$ cat src/hw/rtl/sjv_pkg.sv
// Package for the simplified JSON syntax validator.
// Holds the sizing constants, character codes and the parse types.
// No dependencies.
`default_nettype none

package sjv_pkg;

  // Deepest nesting the kind stack can hold.
  localparam int MAX_NESTING = 64;
  // Open-level counter must be able to hold MAX_NESTING itself.
  localparam int LEVEL_W     = $clog2(MAX_NESTING + 1);
  localparam int LIMIT_W     = 7;
  localparam int CHAR_W      = 8;
  localparam int VERDICT_W   = 2;

  localparam logic [LIMIT_W-1:0] LIMIT_RESET = LIMIT_W'(64);

  // Character codes used by the grammar.
  localparam logic [CHAR_W-1:0] CH_SPACE  = 8'h20;
  localparam logic [CHAR_W-1:0] CH_TAB    = 8'h09;
  localparam logic [CHAR_W-1:0] CH_LF     = 8'h0A;
  localparam logic [CHAR_W-1:0] CH_ZERO   = 8'h30;
  localparam logic [CHAR_W-1:0] CH_ONE    = 8'h31;
  localparam logic [CHAR_W-1:0] CH_NINE   = 8'h39;
  localparam logic [CHAR_W-1:0] CH_MINUS  = 8'h2D;
  localparam logic [CHAR_W-1:0] CH_COMMA  = 8'h2C;
  localparam logic [CHAR_W-1:0] CH_COLON  = 8'h3A;
  localparam logic [CHAR_W-1:0] CH_LBRACK = 8'h5B;
  localparam logic [CHAR_W-1:0] CH_RBRACK = 8'h5D;
  localparam logic [CHAR_W-1:0] CH_LBRACE = 8'h7B;
  localparam logic [CHAR_W-1:0] CH_RBRACE = 8'h7D;
  localparam logic [CHAR_W-1:0] CH_UP_A   = 8'h41;
  localparam logic [CHAR_W-1:0] CH_UP_Z   = 8'h5A;
  localparam logic [CHAR_W-1:0] CH_LO_A   = 8'h61;
  localparam logic [CHAR_W-1:0] CH_LO_Z   = 8'h7A;

  typedef enum logic [3:0] {
    PH_VALUE    = 4'd0,
    PH_ARR_OPEN = 4'd1,
    PH_OBJ_OPEN = 4'd2,
    PH_MINUS    = 4'd3,
    PH_ZERO     = 4'd4,
    PH_DIGITS   = 4'd5,
    PH_AFTER    = 4'd6,
    PH_KEY_PRE  = 4'd7,
    PH_KEY      = 4'd8,
    PH_KEY_POST = 4'd9
  } phase_e;

  typedef enum logic {
    KIND_ARRAY  = 1'b0,
    KIND_OBJECT = 1'b1
  } kind_e;

  typedef enum logic [1:0] {
    FAULT_NONE   = 2'd0,
    FAULT_SYNTAX = 2'd1,
    FAULT_DEEP   = 2'd2
  } fault_e;

  typedef enum logic [VERDICT_W-1:0] {
    VERDICT_ACCEPTED   = 2'd0,
    VERDICT_SYNTAX     = 2'd1,
    VERDICT_TOO_DEEP   = 2'd2,
    VERDICT_INCOMPLETE = 2'd3
  } verdict_e;

endpackage

`default_nettype wire

$ cat src/hw/rtl/sjv_if.sv
// Handshake channels of the simplified JSON syntax validator.
// Byte input, verdict output and limit write channels; uses sjv_pkg.
`default_nettype none

// One document byte per item.
interface sjv_in_if import sjv_pkg::*; ();
  logic              valid;
  logic              ready;
  logic [CHAR_W-1:0] char_code;
  logic              final_byte;

  modport source (output valid, output char_code, output final_byte, input ready);
  modport sink   (input valid, input char_code, input final_byte, output ready);
endinterface

// One verdict per document.
interface sjv_out_if import sjv_pkg::*; ();
  logic                 valid;
  logic                 ready;
  logic [VERDICT_W-1:0] verdict;

  modport source (output valid, output verdict, input ready);
  modport sink   (input valid, input verdict, output ready);
endinterface

// Write channel of the nesting limit register.
interface sjv_cfg_if import sjv_pkg::*; ();
  logic               valid;
  logic               ready;
  logic [LIMIT_W-1:0] nesting_limit;

  modport source (output valid, output nesting_limit, input ready);
  modport sink   (input valid, input nesting_limit, output ready);
endinterface

`default_nettype wire

$ cat src/hw/rtl/simplified_json_syntax_validator.sv
// Top level of the simplified JSON syntax validator.
// Depends on sjv_pkg and the channel interfaces in sjv_if.sv.
`default_nettype none

// The validator takes one document byte per item and one item per clock
// cycle while its input is ready, with no gaps between bytes or between
// documents. Each byte updates the parse phase, the open-level count and a
// shift register of container kinds in the cycle it is accepted; that state
// update is what sets the rate of one byte per cycle. The byte flagged as
// final produces one verdict, which is registered into the output in the
// cycle after acceptance when no earlier verdict is still waiting there; all
// other bytes produce nothing. A two-entry result buffer lets input continue
// while a verdict waits to be taken; input stalls only when both entries
// are full. There is no clearing pass after reset. The nesting limit is
// written through its own channel, which is always ready, and should only
// be written between documents.
module simplified_json_syntax_validator import sjv_pkg::*; (
  input  wire logic clk_i,
  input  wire logic rst_ni,
  sjv_in_if.sink    in_i,
  sjv_out_if.source out_o,
  sjv_cfg_if.sink   cfg_i
);

  localparam int CMP_W = (LEVEL_W > LIMIT_W) ? LEVEL_W : LIMIT_W;

  typedef enum logic [3:0] {
    ACT_NONE,
    ACT_SYNTAX,
    ACT_SET,
    ACT_START,
    ACT_KEY_PRE,
    ACT_AFTER,
    ACT_OPEN,
    ACT_CLOSE
  } act_e;

  // Character classes.
  function automatic logic is_blank(input logic [CHAR_W-1:0] c);
    return c inside {CH_SPACE, CH_TAB, CH_LF};
  endfunction

  function automatic logic is_digit(input logic [CHAR_W-1:0] c);
    return c inside {[CH_ZERO:CH_NINE]};
  endfunction

  function automatic logic is_nonzero(input logic [CHAR_W-1:0] c);
    return c inside {[CH_ONE:CH_NINE]};
  endfunction

  function automatic logic is_alpha(input logic [CHAR_W-1:0] c);
    return c inside {[CH_UP_A:CH_UP_Z], [CH_LO_A:CH_LO_Z]};
  endfunction

  // Registers.
  logic [LIMIT_W-1:0]     limit_q;
  phase_e                 phase_q, phase_d;
  fault_e                 fault_q, fault_d;
  logic [LEVEL_W-1:0]     open_q, open_d;
  logic [MAX_NESTING-1:0] stack_q, stack_d;
  logic                   out_v_q, out_v_d;
  verdict_e               out_q, out_d;
  logic                   skid_v_q, skid_v_d;
  verdict_e               skid_q, skid_d;

  // Per-byte parse results.
  phase_e             phase_c;
  fault_e             fault_c;
  logic [LEVEL_W-1:0] open_c;
  logic               push_c;
  logic               pop_c;
  kind_e              kind_c;
  act_e               act;
  phase_e             target;
  verdict_e           verdict_c;
  logic               top_obj;
  logic               too_deep;
  logic [CHAR_W-1:0]  ch;
  logic               in_fire;
  logic               out_pop;
  logic               res_push;

  assign ch       = in_i.char_code;
  assign in_fire  = in_i.valid && in_i.ready;
  assign out_pop  = out_v_q && out_o.ready;
  assign res_push = in_fire && in_i.final_byte;
  assign top_obj  = (stack_q[0] == KIND_OBJECT);

  // Opening a container is refused once the count reaches the smaller of
  // the written limit and the stack depth.
  assign too_deep = (CMP_W'(open_q) >= CMP_W'(limit_q)) ||
                    (CMP_W'(open_q) >= CMP_W'(MAX_NESTING));

  // Limit register.
  assign cfg_i.ready = 1'b1;

  always_ff @(posedge clk_i or negedge rst_ni) begin
    if (!rst_ni) begin
      limit_q <= LIMIT_RESET;
    end else if (cfg_i.valid) begin
      limit_q <= cfg_i.nesting_limit;
    end
  end

  // Parse step for the current byte: pick an action from the phase, then
  // resolve value starts, key starts and separators, then open or close.
  always_comb begin
    act     = ACT_NONE;
    target  = phase_q;
    kind_c  = KIND_ARRAY;
    phase_c = phase_q;
    fault_c = fault_q;
    open_c  = open_q;
    push_c  = 1'b0;
    pop_c   = 1'b0;

    if (fault_q == FAULT_NONE) begin
      case (phase_q)
        PH_VALUE: begin
          act = ACT_START;
        end
        PH_ARR_OPEN: begin
          if (ch == CH_RBRACK) begin
            act    = ACT_CLOSE;
            kind_c = KIND_ARRAY;
          end else begin
            act = ACT_START;
          end
        end
        PH_OBJ_OPEN: begin
          if (ch == CH_RBRACE) begin
            act    = ACT_CLOSE;
            kind_c = KIND_OBJECT;
          end else begin
            act = ACT_KEY_PRE;
          end
        end
        PH_MINUS: begin
          if (is_nonzero(ch)) begin
            act    = ACT_SET;
            target = PH_DIGITS;
          end else begin
            act = ACT_SYNTAX;
          end
        end
        PH_ZERO: begin
          act = is_digit(ch) ? ACT_SYNTAX : ACT_AFTER;
        end
        PH_DIGITS: begin
          act = is_digit(ch) ? ACT_NONE : ACT_AFTER;
        end
        PH_AFTER: begin
          act = ACT_AFTER;
        end
        PH_KEY_PRE: begin
          act = ACT_KEY_PRE;
        end
        PH_KEY: begin
          if (is_alpha(ch)) begin
            act    = ACT_SET;
            target = PH_KEY;
          end else if (is_blank(ch)) begin
            act    = ACT_SET;
            target = PH_KEY_POST;
          end else if (ch == CH_COLON) begin
            act    = ACT_SET;
            target = PH_VALUE;
          end else begin
            act = ACT_SYNTAX;
          end
        end
        PH_KEY_POST: begin
          if (ch == CH_COLON) begin
            act    = ACT_SET;
            target = PH_VALUE;
          end else if (!is_blank(ch)) begin
            act = ACT_SYNTAX;
          end
        end
        default: begin
          act = ACT_SYNTAX;
        end
      endcase
    end

    // Start of a value.
    if (act == ACT_START) begin
      act = ACT_SET;
      if (is_blank(ch)) begin
        target = PH_VALUE;
      end else if (is_nonzero(ch)) begin
        target = PH_DIGITS;
      end else if (ch == CH_ZERO) begin
        target = PH_ZERO;
      end else if (ch == CH_MINUS) begin
        target = PH_MINUS;
      end else if (ch == CH_LBRACK) begin
        act    = ACT_OPEN;
        kind_c = KIND_ARRAY;
      end else if (ch == CH_LBRACE) begin
        act    = ACT_OPEN;
        kind_c = KIND_OBJECT;
      end else begin
        act = ACT_SYNTAX;
      end
    end

    // Start of a key.
    if (act == ACT_KEY_PRE) begin
      act = ACT_SET;
      if (is_blank(ch)) begin
        target = PH_KEY_PRE;
      end else if (is_alpha(ch)) begin
        target = PH_KEY;
      end else begin
        act = ACT_SYNTAX;
      end
    end

    // After a complete value: blanks, a separator or a closer.
    if (act == ACT_AFTER) begin
      act    = ACT_SET;
      target = PH_AFTER;
      if (is_blank(ch)) begin
        target = PH_AFTER;
      end else if (open_q == '0) begin
        act = ACT_SYNTAX;
      end else if (ch == CH_COMMA) begin
        target = top_obj ? PH_KEY_PRE : PH_VALUE;
      end else if (ch == CH_RBRACK) begin
        act    = ACT_CLOSE;
        kind_c = KIND_ARRAY;
      end else if (ch == CH_RBRACE) begin
        act    = ACT_CLOSE;
        kind_c = KIND_OBJECT;
      end else begin
        act = ACT_SYNTAX;
      end
    end

    // Apply the resolved action.
    case (act)
      ACT_SET: begin
        phase_c = target;
      end
      ACT_SYNTAX: begin
        fault_c = FAULT_SYNTAX;
      end
      ACT_OPEN: begin
        if (too_deep) begin
          fault_c = FAULT_DEEP;
        end else begin
          push_c  = 1'b1;
          open_c  = open_q + LEVEL_W'(1);
          phase_c = (kind_c == KIND_OBJECT) ? PH_OBJ_OPEN : PH_ARR_OPEN;
        end
      end
      ACT_CLOSE: begin
        if ((open_q == '0) || (stack_q[0] != kind_c)) begin
          fault_c = FAULT_SYNTAX;
        end else begin
          pop_c   = 1'b1;
          open_c  = open_q - LEVEL_W'(1);
          phase_c = PH_AFTER;
        end
      end
      default: begin
      end
    endcase
  end

  // Verdict of a document that ends on this byte.
  always_comb begin
    case (fault_c)
      FAULT_SYNTAX: verdict_c = VERDICT_SYNTAX;
      FAULT_DEEP:   verdict_c = VERDICT_TOO_DEEP;
      default: begin
        if ((open_c == '0) &&
            ((phase_c == PH_AFTER) || (phase_c == PH_DIGITS) || (phase_c == PH_ZERO))) begin
          verdict_c = VERDICT_ACCEPTED;
        end else begin
          verdict_c = VERDICT_INCOMPLETE;
        end
      end
    endcase
  end

  // Next parse state; a final byte returns the parser to its start.
  always_comb begin
    phase_d = phase_q;
    fault_d = fault_q;
    open_d  = open_q;
    stack_d = stack_q;
    if (in_fire) begin
      if (in_i.final_byte) begin
        phase_d = PH_VALUE;
        fault_d = FAULT_NONE;
        open_d  = '0;
      end else begin
        phase_d = phase_c;
        fault_d = fault_c;
        open_d  = open_c;
        if (push_c) begin
          stack_d = (stack_q << 1) | MAX_NESTING'(kind_c);
        end else if (pop_c) begin
          stack_d = stack_q >> 1;
        end
      end
    end
  end

  always_ff @(posedge clk_i or negedge rst_ni) begin
    if (!rst_ni) begin
      phase_q <= PH_VALUE;
      fault_q <= FAULT_NONE;
      open_q  <= '0;
    end else begin
      phase_q <= phase_d;
      fault_q <= fault_d;
      open_q  <= open_d;
    end
  end

  // Kind stack, innermost container in bit 0.
  always_ff @(posedge clk_i) begin
    stack_q <= stack_d;
  end

  // Two-entry result buffer: output register with a skid entry behind it.
  always_comb begin
    out_v_d  = out_v_q;
    out_d    = out_q;
    skid_v_d = skid_v_q;
    skid_d   = skid_q;
    if (!out_v_q || out_pop) begin
      if (skid_v_q) begin
        out_d    = skid_q;
        out_v_d  = 1'b1;
        skid_v_d = res_push;
        skid_d   = verdict_c;
      end else begin
        out_d   = verdict_c;
        out_v_d = res_push;
      end
    end else if (res_push) begin
      skid_d   = verdict_c;
      skid_v_d = 1'b1;
    end
  end

  always_ff @(posedge clk_i or negedge rst_ni) begin
    if (!rst_ni) begin
      out_v_q  <= 1'b0;
      skid_v_q <= 1'b0;
    end else begin
      out_v_q  <= out_v_d;
      skid_v_q <= skid_v_d;
    end
  end

  always_ff @(posedge clk_i) begin
    out_q  <= out_d;
    skid_q <= skid_d;
  end

  assign in_i.ready    = !skid_v_q;
  assign out_o.valid   = out_v_q;
  assign out_o.verdict = out_q;

  // Assertions.
  a_skid_behind_out: assert property (@(posedge clk_i) disable iff (!rst_ni)
    skid_v_q |-> out_v_q)
    else $error("skid entry holds a verdict while the output register is empty");

  a_levels_bounded: assert property (@(posedge clk_i) disable iff (!rst_ni)
    CMP_W'(open_q) <= CMP_W'(MAX_NESTING))
    else $error("open level count beyond stack depth");

  a_final_clears: assert property (@(posedge clk_i) disable iff (!rst_ni)
    res_push |=> (open_q == '0 && phase_q == PH_VALUE && fault_q == FAULT_NONE))
    else $error("parser not returned to start after final byte");

  a_fault_latched: assert property (@(posedge clk_i) disable iff (!rst_ni)
    (in_fire && !in_i.final_byte && fault_q != FAULT_NONE) |=> $stable(fault_q))
    else $error("latched fault changed before the final byte");

  a_verdict_shown: assert property (@(posedge clk_i) disable iff (!rst_ni)
    (res_push && !out_v_q) |=> out_v_q)
    else $error("verdict of a final byte not presented");

endmodule

`default_nettype wire
$ cat src/flat_wrapper.sv
// flat-port wrapper written by rule: the top's interface ports become plain ports
module simplified_json_syntax_validator_flat import sjv_pkg::*;
  (clk_i, rst_ni, in_i_valid, in_i_char_code, in_i_final_byte, in_i_ready, out_o_valid, out_o_verdict, out_o_ready, cfg_i_valid, cfg_i_nesting_limit, cfg_i_ready);
  sjv_in_if in_i_i ();
  sjv_out_if out_o_i ();
  sjv_cfg_if cfg_i_i ();
  input  wire logic clk_i;
  input  wire logic rst_ni;
  input wire logic [$bits(in_i_i.valid)-1:0] in_i_valid;
  input wire logic [$bits(in_i_i.char_code)-1:0] in_i_char_code;
  input wire logic [$bits(in_i_i.final_byte)-1:0] in_i_final_byte;
  output wire logic [$bits(in_i_i.ready)-1:0] in_i_ready;
  output wire logic [$bits(out_o_i.valid)-1:0] out_o_valid;
  output wire logic [$bits(out_o_i.verdict)-1:0] out_o_verdict;
  input wire logic [$bits(out_o_i.ready)-1:0] out_o_ready;
  input wire logic [$bits(cfg_i_i.valid)-1:0] cfg_i_valid;
  input wire logic [$bits(cfg_i_i.nesting_limit)-1:0] cfg_i_nesting_limit;
  output wire logic [$bits(cfg_i_i.ready)-1:0] cfg_i_ready;
  assign in_i_i.valid = in_i_valid;
  assign in_i_i.char_code = in_i_char_code;
  assign in_i_i.final_byte = in_i_final_byte;
  assign in_i_ready = in_i_i.ready;
  assign out_o_valid = out_o_i.valid;
  assign out_o_verdict = out_o_i.verdict;
  assign out_o_i.ready = out_o_ready;
  assign cfg_i_i.valid = cfg_i_valid;
  assign cfg_i_i.nesting_limit = cfg_i_nesting_limit;
  assign cfg_i_ready = cfg_i_i.ready;
  simplified_json_syntax_validator u_core (.clk_i(clk_i), .rst_ni(rst_ni), .in_i(in_i_i), .out_o(out_o_i), .cfg_i(cfg_i_i));
endmodule
$ cat config.mk
export PLATFORM = sky130hd
export DESIGN_NAME = simplified_json_syntax_validator_flat
export DESIGN_NICKNAME = d
export VERILOG_FILES = /design/src/hw/rtl/sjv_pkg.sv /design/src/hw/rtl/sjv_if.sv /design/src/hw/rtl/simplified_json_syntax_validator.sv /design/src/flat_wrapper.sv
export SDC_FILE = /design/constraint.sdc
export NUM_CORES = 1
export LEC_CHECK = 0
export ABC_AREA = 1
export BUFFER_PORTS_ARGS = -buffer_cell sky130_fd_sc_hd__buf_4
export CORE_MARGIN = 2
export CORE_UTILIZATION = 55
export DETAILED_ROUTE_END_ITERATION = 6
export PLACE_DENSITY = 0.82
export SKIP_CTS_REPAIR_TIMING = 1
export SLEW_MARGIN = 40
export SYNTH_ARGS = -nofsm -noshare
export SYNTH_HDL_FRONTEND = slang
export SYNTH_SLANG_ARGS = --single-unit
export TNS_END_PERCENT = 20
$ cat constraint.sdc
create_clock -name clk_i -period 8 [get_ports clk_i]
set_input_delay 1.2 -clock clk_i [delete_from_list [all_inputs] [get_ports clk_i]]
set_output_delay 1.2 -clock clk_i [all_outputs]
set_load 0.005 [all_outputs]
==> summary.md, run 1 <==
| Metric | Value |
|---|---|
| Largest net degree at the start of global routing | 69 |
| CTS Buffer Depth | 2 |
| GRT Util Overall | 22.1% |
| Max cap viols | 0 |
| Core area | 9680 sq um |
| Wire length per cell | 12.8 microns |
| Post-layout util | 61.4% |
| Mapped Cells | 706 |
| Worst Setup End Kind | register |
| Starting Density | 56.0% |
| Antenna diodes | 0 |
| Tcrit/Tclk final | 56.1% |
| CTS clock-pin slew for the worst setup and hold paths | 0.10 ns |
| Sw power | 0.367 mW |
| Drc violations | 0 |
| Commonest cells after routing, fill and taps aside | 303 x nand2_1, 68 x edfxtp_1, 67 x inv_1, 50 x nor2_1, 32 x nand3_1 |
| Final WL | 11000 microns |
| Hold/Removal Path Class | reg2reg |
| Mapped Avg Cell Area | 7.68 sq um |
| Least-Margin Pin Slew | 0.773 ns |
| Logic gate share of total power | 23.1% |
| Latest clock arrival within the worst-skew pair | 0.36 ns |
| Area of the multi-input gates | 2470 sq um |
| Final setup fails | 0 |
| Hold WS | 0.503 ns |
| DR pass1 iterations | 4 |
| Critical setup path kind | in2reg |
| Sequential power share | 47.2% |
| NumNets Final | 757 |
| WP data arrival | 4.48 ns |
| Post-synth net total | 739 |
| Most common cell after layout, fill and taps aside | nand2_1 |
| Clk_skew | 0.00849 ns |
| Sequence of cells on the critical path | buf_4 -> nor2_1 -> nand2_1 -> nand3_4 -> nand3_1 -> nand2_1 -> inv_2 -> a21oi_4 -> nand3_2 -> nor2_4 -> buf_4 -> inv_4 -> a21oi_4 -> buf_4 |
| PnR worst setup slack | 3.51 ns |
| Worst vdd ir | 134 uV |
| Slew Viols, Final | 0 |
| Layout filler cell count | 858 |
| Fin crit period | 4.49 ns |
| Critical Path Max Stage Delay | 0.64 ns |
| Status | completed |
| Routed vias/inst | 5.27 |
| Sequential Area | 2590 sq um |
| Flop and latch count out of synthesis | 90 |
| Die ar. | 10700 sq um |
| H-tree levels | 3 |
| Pwr Density | 190 nW/um^2 |
| Overall power | 1.13 mW |
| Slew headroom | 48.5% |
| Post-Place Cells | 846 |
| Startpoint types | input pin |
| Cell Area, Placed | 5730 sq um |
| RSZ-0062 raised after global routing | no |
| Ports | 26 |
| Pre-CTS setup slack | 3.18 ns |
| Vias in the first global route | 4363 |
| CTS buffer count | 9 |
| CTS tree | yes |
| Setup TNS | 0 ns |
| Layout cells sized above 1 | 12.6% |
| Clk sinks | 90 |
| Total grt overflow | 0 |
| Via count | 4546 |
| Fmax | 223 MHz |
| Row count | 36 |
| Sequential share of the synthesized area | 47.8% |
| Switch share | 32.4% |
| Unique masters post-synth | 39 |
| Placer Congestion | 0.968 |
| Dpl hpwl | 7930 microns |
| Initial antenna violation count | 0 |
| Clock share of power | 29.7% |
| Leak | 2.81 nW |
| Cell Area, Synth | 5430 sq um |
| Clock Tree Root | clkbuf_8 |
| Die Height | 103 microns |
| CP delay by family, top | buffers and inverters |
| CP max stage cell | buf_4 |
| Post-route non-filler standard cell count | 862 |
| Fin area | 5950 sq um |
| Crit path max fanout | 68 |
| Port Buf Inserts | 24 |
| Worst path required time | 7.99 ns |
| Int Pwr | 0.764 mW |
| Worst Path Buf+Inv | 5 |
| Most used cell, CP | buf_4 |
| Initial DRC count | 222 |
| Final hold viol count | 0 |
| Antenna-violating nets left | 0 |
| Syn. warnings | 0 |
| Area Growth Syn to Fin | 9.69% |
| Die X | 103 microns |
| First-pass GRT wire length | 18900 microns |
layer usage:
layer / global-route usage, % / part of all wire, % / vias to the layer above
li1: - / - / 2302
met1: 28.4 / 46 / 2161
met2: 38.6 / 51 / 71
met3: 3.70 / 2.8 / 12
met4: 6.48 / 0.94 / 0
met5: 0 / 0 / -
layout make-up:
class	instances	area share, %
Clock buffer	9	2.08
Clock inverter	7	1.62
Inverter	81	5.15
Multi-Input combinational cell	516	41.5
Sequential cell	90	43.6
Tap cell	133	2.80
Timing Repair Buffer	26	3.28
kinds of logic (layout without fill, tap and decap cells):
logic type,count (synthesis),after routing,share of synthesized area [%]
other,1,1,0.0691
AO/OA/AOI/OAI,63,63,6.99
flip-flops,90,90,47.8
multiplexers,1,1,0.208
XOR/XNOR,5,5,0.807
AND/OR/NAND/NOR,434,434,34.3
adder cells (fa/ha/maj),12,12,2.77
buffers and inverters,100,123,7.03
Yosys cell counts (all sizes together):
master / count / share of area (%)
nor4: 2 / 0.23
edfxtp: 68 / 38
dfstp: 1 / 0.48
o21ai: 28 / 2.6
dfrtp: 21 / 9.7
clkinv: 2 / 0.14
ha: 12 / 2.8
nor3: 3 / 0.28
inv: 79 / 5.5
mux2: 1 / 0.21
nor2: 61 / 5.0
a31oi: 3 / 0.35
nand3: 40 / 4.6
clkbuf: 15 / 1.0
nand4: 15 / 2.0
o31ai: 2 / 0.37
a21oi: 17 / 1.9
xor2: 5 / 0.81
o21bai: 1 / 0.35
o22a: 1 / 0.16
conb: 1 / 0.069
o22ai: 11 / 1.3
nand2: 313 / 22
buf: 4 / 0.39
final timing paths:
path	from	end	slack [ns]	depth (start not counted)
worst max-delay path	in_i_char_code[7]	u_core.stack_q[18]	3.51	14
worst min-delay path	u_core.limit_q[6]	u_core.limit_q[6]	0.50	2
worst max register to register	u_core.open_q[2]	u_core.stack_q[18]	3.82	12
worst min register to register	u_core.limit_q[6]	u_core.limit_q[6]	0.50	2
max in group asynchronous	rst_ni	u_core.limit_q[6]	7.01	1
min in group asynchronous	rst_ni	u_core.phase_q[3]	0.71	1
power groups by stage:
stage                     clock network, mW  registers (mW)  logic (mW)
after detailed placement                  0           0.544       0.258
after CTS                             0.345           0.534       0.260
after global routing                  0.358           0.536       0.299
final                                 0.336           0.533       0.261
after floorplan                           0           0.539       0.195
after global placement                    0           0.543       0.253
flip-flops by register name, indices dropped and copies added, names as in the netlist:
signal,cells
u_core.fault_q,2
u_core.open_q,7
u_core.stack_q,64
u_core.out_o.verdict,2
u_core.skid_v_q,1
u_core.out_o.valid,1
u_core.limit_q,7
u_core.skid_q,2
u_core.phase_q,4
worst register-to-register path, stage by stage, from the launching register on:
cell     delay, ns
dfrtp_1       0.47
ha_1          0.36
a21oi_1       0.16
o21ai_0       0.11
a21oi_1       0.14
o21ai_0       0.12
nor2_1        0.31
inv_1         0.16
nor2_4        0.12
buf_4         0.51
inv_4         0.43
a21oi_4       0.27
buf_4         0.64
Power figures use the tool's default switching activity.
==> run 2: changes to the inputs <==
==> constraint.sdc (replaced) <==
create_clock -name clk_i -period 4.38 [get_ports clk_i]
set_input_delay 0.657 -clock clk_i [delete_from_list [all_inputs] [get_ports clk_i]]
set_output_delay 0.657 -clock clk_i [all_outputs]
set_load 0.005 [all_outputs]
==> run 2 against run 1 <==
Effect of this change:
- routed wire length is 0.88% higher
- core utilization is 0.23 points lower
- register-to-register slack worse by 3.0 ns
- die area stayed put
- clock-buffer cell count stayed put
- sequential share of layout area is 0.17 points higher
- sequential power is 83% higher
- largest cell class unchanged
- highest routed layer unchanged
==> summary.md, run 2 (same netlist as run 1, synthesis figures left out) <==
| Metric | Value |
|---|---|
| Fin crit period | 3.59 ns |
| RSZ-0062 raised after global routing | no (unchanged) |
| Starting Density | 56.0% (unchanged) |
| Die ar. | 10700 sq um (unchanged) |
| Initial antenna violation count | 0 (unchanged) |
| Leak | 2.80 nW (was 2.81 nW) |
| Sw power | 0.664 mW (was 0.367 mW) |
| Layout cells sized above 1 | 12.6% (unchanged) |
| Fmax | 279 MHz |
| Routed vias/inst | 5.26 (was 5.27) |
| Ports | 26 (unchanged) |
| Fin area | 5930 sq um (was 5950 sq um) |
| R2R depth | 20 (was 12) |
| Area Growth Syn to Fin | 9.27% (was 9.69%) |
| Placer Congestion | 0.921 (was 0.968) |
| Total grt overflow | 0 (unchanged) |
| Pwr Density | 337 nW/um^2 (was 190 nW/um^2) |
| Most common cell after layout, fill and taps aside | nand2_1 (unchanged) |
| GRT Util Overall | 22.8% (was 22.1%) |
| Least-Margin Pin Slew | 0.569 ns (was 0.773 ns) |
| WP data arrival | 3.72 ns (was 4.48 ns) |
| Port Buf Inserts | 24 (unchanged) |
| NumNets Final | 758 (was 757) |
| Clock Tree Root | clkbuf_8 (unchanged) |
| Worst vdd ir | 208 uV (was 134 uV) |
| Clk sinks | 90 (unchanged) |
| Largest regs | u_core.stack_q x64, u_core.limit_q x7, u_core.open_q x7 (unchanged) |
| Slew Viols, Final | 0 (unchanged) |
| Die X | 103 microns (unchanged) |
| Dpl hpwl | 8000 microns (was 7930 microns) |
| CTS Buffer Depth | 2 (unchanged) |
| Antenna diodes | 0 (unchanged) |
| CTS clock-pin slew for the worst setup and hold paths | 0.10 ns (about the same) |
| Largest Register | u_core.stack_q (unchanged) |
| Final setup fails | 0 (unchanged) |
| Hold/Removal Path Class | in2async (was reg2reg) |
| Vias in the first global route | 4235 (was 4363) |
| Slew headroom | 62.0% (was 48.5%) |
| Clk_skew | 0.00811 ns (was 0.00849 ns) |
| Antenna-violating nets left | 0 (unchanged) |
| Tcrit/Tclk final | 81.9% |
| Initial DRC count | 292 (was 222) |
| Cell Area, Placed | 5750 sq um (was 5730 sq um) |
| Largest net degree at the start of global routing | 65 (was 69) |
| Max reg flops | 64 (unchanged) |
| Crit path max fanout | 8 (was 68) |
| CTS buffer count | 9 (unchanged) |
| Worst path required time | 4.52 ns (was 7.99 ns) |
| Drc violations | 0 (unchanged) |
| Wire length per cell | 12.9 microns (was 12.8 microns) |
| Final hold viol count | 0 (unchanged) |
| Row count | 36 (unchanged) |
| Sequential power share | 48.8% (was 47.2%) |
| Logic gate share of total power | 24.1% (was 23.1%) |
| Core area | 9680 sq um (unchanged) |
| Status | completed (unchanged) |
| Via count | 4532 (was 4546) |
| DR pass1 iterations | 5 (was 4) |
| Clock share of power | 27.1% (was 29.7%) |
| Die Height | 103 microns (unchanged) |
| Switch share | 33.3% (was 32.4%) |
| Critical setup path kind | reg2reg (was in2reg) |
| Max cap viols | 0 (unchanged) |
| CTS tree | yes (unchanged) |
| Worst Setup End Kind | register (unchanged) |
| Commonest cells after routing, fill and taps aside | 303 x nand2_1, 68 x edfxtp_1, 67 x inv_1, 50 x nor2_1, 32 x nand3_1 (unchanged) |
| Int Pwr | 1.33 mW (was 0.764 mW) |
| Startpoint types | register (was input pin) |
| Final WL | 11100 microns (was 11000 microns) |
| First-pass GRT wire length | 19200 microns (was 18900 microns) |
| Latest clock arrival within the worst-skew pair | 0.37 ns (was 0.36 ns) |
| H-tree levels | 3 (unchanged) |
| Setup TNS | 0 ns (unchanged) |
run 2: path summary, 6_finish.rpt:
| path | start | endpoint | slack (ns) |
|---|---|---|---|
| setup / recovery | u_core.phase_q[0] | u_core.out_o.verdict[0] | 0.79 |
| hold / removal | rst_ni | u_core.phase_q[0] | 0.16 |
| setup reg to reg | u_core.phase_q[0] | u_core.out_o.verdict[0] | 0.79 |
| hold reg to reg | u_core.limit_q[6] | u_core.limit_q[6] | 0.51 |
| max in group asynchronous | rst_ni | u_core.limit_q[6] | 3.93 |
| min in group clk_i | cfg_i_nesting_limit[3] | u_core.limit_q[3] | 0.49 |
run 2: final cells by class:
cell class	count	area [sq um]
clock buffer	9	124
clock inverter	6	56.3
fill	862	3760
inverter	81	304
multi-input combinational	516	2470
sequential	90	2590
tap	133	166
timing repair buffer	27	215
run 2: through the flow:
stage,hold slack [ns],util [%],power [mW],setup WS [ns],std cells
finish,0.162,61.2,2.00,0.793,862
global route,0.170,61.2,2.11,0.433,862
CTS,0.162,61.2,2.01,0.811,862
detailed placement,0.506,59.4,1.47,0.530,847
global placement,0.487,59.4,1.45,0.704,847
floorplan,0.361,-,1.34,0.499,706
run 2: metal layers:
metal	track usage, %	vias to the layer above	wire length (microns)
li1	-	2304	-
met1	30.6	2089	5020
met2	37.8	129	5480
met3	4.77	10	546
met4	6.38	0	95
met5	0	-	0
run 2: power by group through the flow:
stage               clock (mW)  combinational, mW  sequential, mW
floorplan                    0              0.357           0.984
global placement             0              0.460           0.991
detailed placement           0              0.475           0.993
CTS                      0.556              0.478           0.974
global route             0.588              0.544           0.978
finish                   0.541              0.482           0.974
run 2: worst max-delay path: stages (launching register included):
cell	delay, ns
dfrtp_1	0.49
inv_2	0.14
nand2_1	0.06
nor2_1	0.23
nand3_1	0.19
nand2_1	0.10
nor2_1	0.05
nand2_1	0.08
inv_2	0.05
a21oi_4	0.16
nand3_2	0.13
o31ai_2	0.40
nand3_2	0.26
nand3_2	0.17
nand2_1	0.10
a21oi_1	0.20
ha_1	0.28
nand2_2	0.10
nand2_2	0.06
nand2_1	0.06
nand2_1	0.04
==> run 3: changes to the inputs <==
--- a/config.mk
+++ b/config.mk
@@ -10,7 +10,7 @@
 export CORE_MARGIN = 2
 export CORE_UTILIZATION = 55
 export DETAILED_ROUTE_END_ITERATION = 6
-export PLACE_DENSITY = 0.82
+export PLACE_DENSITY = 0.84
 export SKIP_CTS_REPAIR_TIMING = 1
 export SLEW_MARGIN = 40
 export SYNTH_ARGS = -nofsm -noshare
==> constraint.sdc (replaced) <==
create_clock -name clk_i -period 3.1 [get_ports clk_i]
set_input_delay 0.465 -clock clk_i [delete_from_list [all_inputs] [get_ports clk_i]]
set_output_delay 0.465 -clock clk_i [all_outputs]
set_load 0.005 [all_outputs]
==> run 3 against run 2 <==
Effect of this change:
- the run now ends with setup timing left
- fmax increased by 10%
- largest cell class is now multi-input gates
- non-clock buffer count grew 85
- worst hold slack better by 0.14 ns
- via count increased by 12%
- highest routed layer unchanged
- clock-buffer cell count is the same
- sequential share of layout area down 6.0 points
- critical path depth up 7
- first-iteration DRC count stayed put
- global-route usage rose by 0.72 points
- design area rose by 16%
- die area is the same
- routed wire length grew 19%
==> summary.md, run 3 (same netlist as run 1, synthesis figures left out) <==
| Metric | Value |
|---|---|
| Fin crit period | 3.25 ns (was 3.59 ns) |
| Worst Hold Launch | cfg_i_nesting_limit[3] |
| Hold Path End | u_core.limit_q[3] |
| CTS Buffer Depth | 2 (unchanged) |
| PnR worst setup slack | -0.148 ns (was 0.793 ns) |
| Worst r2r src | u_core.phase_q[2] (was u_core.phase_q[0]) |
| Post-route non-filler standard cell count | 948 (was 862) |
| Largest net degree at the start of global routing | 64 (was 65) |
| Ports | 26 (unchanged) |
| Dpl hpwl | 8600 microns (was 8000 microns) |
| Vias in the first global route | 4590 (was 4235) |
| Critical Path Max Stage Delay | 0.48 ns (was 0.49 ns) |
| Die X | 103 microns (unchanged) |
| Commonest cells after routing, fill and taps aside | 291 x nand2_1, 103 x buf_4, 68 x edfxtp_1, 62 x inv_1, 40 x nor2_1 (was 303 x nand2_1, 68 x edfxtp_1, 67 x inv_1, 50 x nor2_1, 32 x nand3_1) |
| WHS Path Cells | 3 |
| Violated checks | setup timing |
| Largest regs | u_core.stack_q x64, u_core.limit_q x7, u_core.open_q x7 (unchanged) |
| Tcrit/Tclk final | 105% (was 81.9%) |
| Latest clock arrival within the worst-skew pair | 0.37 ns (about the same) |
| Port Buf Inserts | 24 (unchanged) |
| Fmax | 308 MHz (was 279 MHz) |
| Worst path required time | 3.23 ns (was 4.52 ns) |
| DR pass1 iterations | 6 (was 5) |
| Placer Congestion | 0.921 (about the same) |
| CTS clock-pin slew for the worst setup and hold paths | 0.10 ns (about the same) |
| Worst Path Buf+Inv | 4 (was 2) |
| R2r endpoint | u_core.out_o.verdict[0] (unchanged) |
| Worst Setup End Kind | register (unchanged) |
| Slew Viols, Final | 0 (unchanged) |
| Pwr Density | 470 nW/um^2 (was 337 nW/um^2) |
| Post-layout util | 71.1% (was 61.2%) |
| CTS buffer count | 9 (unchanged) |
| Post-Place Cells | 911 (was 847) |
| Final WL | 13300 microns (was 11100 microns) |
| CP delay by family, top | simple AND/OR/NAND/NOR gates (unchanged) |
| Wire length per cell | 14.0 microns (was 12.9 microns) |
| Crit path max fanout | 5 (was 8) |
| First-pass GRT wire length | 20000 microns (was 19200 microns) |
| CTS tree | yes (unchanged) |
| Core area | 9680 sq um (unchanged) |
| Slew headroom | 60.4% (was 62.0%) |
| Clk sinks | 90 (unchanged) |
| Leak | 3.26 nW (was 2.80 nW) |
| Flop-to-flop setup slack | -0.15 ns (was 0.79 ns) |
| Final hold viol count | 0 (unchanged) |
| Starting Density | 56.0% (unchanged) |
| Overall power | 3.23 mW (was 2.00 mW) |
| Final setup fails | 68 (was 0) |
| Die ar. | 10700 sq um (unchanged) |
| R2R depth | 27 (was 20) |
| CP max stage cell | dfrtp_2 (was dfrtp_1) |
| Largest Register | u_core.stack_q (unchanged) |
| Most used cell, CP | nand2_1 (unchanged) |
| Worst vdd ir | 317 uV (was 208 uV) |
| Status | finished, violations left (was completed) |
| Via count | 5066 (was 4532) |
| GRT Util Overall | 23.5% (was 22.8%) |
| Routed vias/inst | 5.34 (was 5.26) |
| WP data arrival | 3.38 ns (was 3.72 ns) |
| Initial antenna violation count | 0 (unchanged) |
| Layout cells sized above 1 | 26.5% (was 12.6%) |
| Die Height | 103 microns (unchanged) |
| RSZ-0062 raised after global routing | yes (was no) |
| Area Growth Syn to Fin | 26.9% (was 9.27%) |
| Initial DRC count | 292 (unchanged) |
| Startpoint types | register (unchanged) |
| Critical setup path kind | reg2reg (unchanged) |
| Least-Margin Pin Slew | 0.594 ns (was 0.569 ns) |
| Antenna diodes | 0 (unchanged) |
| Hold/Removal Path Class | in2reg (was in2async) |
| Drc violations | 0 (unchanged) |
| Clk_skew | 0.0153 ns (was 0.00811 ns) |
| Max reg flops | 64 (unchanged) |
| Setup TNS | -4.75 ns (was 0 ns) |
| Max cap viols | 0 (unchanged) |
| Clock Tree Root | clkbuf_8 (unchanged) |
| NumNets Final | 843 (was 758) |
| H-tree levels | 3 (unchanged) |
| Total grt overflow | 0 (unchanged) |
| Antenna-violating nets left | 0 (unchanged) |
| Row count | 36 (unchanged) |
| Most common cell after layout, fill and taps aside | nand2_1 (unchanged) |
==> run 3: worst register-to-register path, cell delays in order (launching register included) <==
cell and delay (ns):
dfrtp_2 0.48, inv_2 0.09, buf_4 0.13, nor2_2 0.05, nand3_1 0.06, nand4_1 0.13, a21oi_2 0.18, nand3_4 0.15
nand2_4 0.12, nand3_4 0.09, nor2_4 0.11, nor2_2 0.05, buf_4 0.14, nand3_2 0.07, nand2_4 0.09, nor2_8 0.14
buf_4 0.14, nand2_1 0.08, nand2_1 0.09, nand2_1 0.05, nand2_1 0.10, nand2_1 0.08, nor2_2 0.08, nand2_1 0.07
nand2_2 0.08, nand2_2 0.06, nand2_1 0.05, nand2_1 0.06
==> run 3: through the flow <==
| stage | setup WS, ns | instance area (sq um) | hold WS (ns) |
|---|---|---|---|
| 3_3_place_gp | -0.342 | 6260 | 0.365 |
| 3_5_place_dp | -0.358 | 6260 | 0.372 |
| 2_1_floorplan | -0.498 | 5470 | 0.169 |
| 4_1_cts | -0.249 | 6480 | -0.0255 |
| 6_report | -0.148 | 6880 | 0.301 |
| 5_1_grt | -0.379 | 6880 | 0.300 |
==> run 3: layout make-up <==
class | count | area (sq um)
fillers | 715 | 2800
multi-input cells | 516 | 2690
flip-flops and latches | 90 | 2600
repair buffers | 112 | 910
inverters | 81 | 307
well taps | 133 | 166
clock buffers | 9 | 124
clock inverters | 7 | 92.6
==> run 3: worst max path at each step <==
stage | startpoint | end | slack [ns] | cells past startpoint
after global routing | u_core.phase_q[2] | u_core.out_o.verdict[0] | -0.38 | 26
after floorplan | in_i_char_code[7] | u_core.stack_q[0] | -0.50 | 17
after detailed placement | in_i_char_code[3] | u_core.out_o.verdict[0] | -0.36 | 20
final | u_core.phase_q[2] | u_core.out_o.verdict[0] | -0.15 | 27
after global placement | in_i_char_code[3] | u_core.out_o.verdict[1] | -0.34 | 20
after CTS | u_core.phase_q[2] | u_core.out_o.verdict[0] | -0.25 | 20
==> run 3: power by group <==
| group | leakage [nW] | switching, mW | total (mW) | internal, mW |
|---|---|---|---|---|
| clock network | 0.109 | 0.475 | 0.868 | 0.394 |
| logic | 2.25 | 0.570 | 0.990 | 0.421 |
| registers | 0.895 | 0.0327 | 1.37 | 1.34 |
| total | 3.26 | 1.08 | 3.23 | 2.16 |
==> run 3: metal layers <==
| metal | part of all wire (%) | global-route usage (%) |
|---|---|---|
| met3 | 5.3 | 4.37 |
| met4 | 2.0 | 7.09 |
| met1 | 42 | 30.9 |
| met2 | 51 | 39.9 |
| met5 | 0 | 0 |
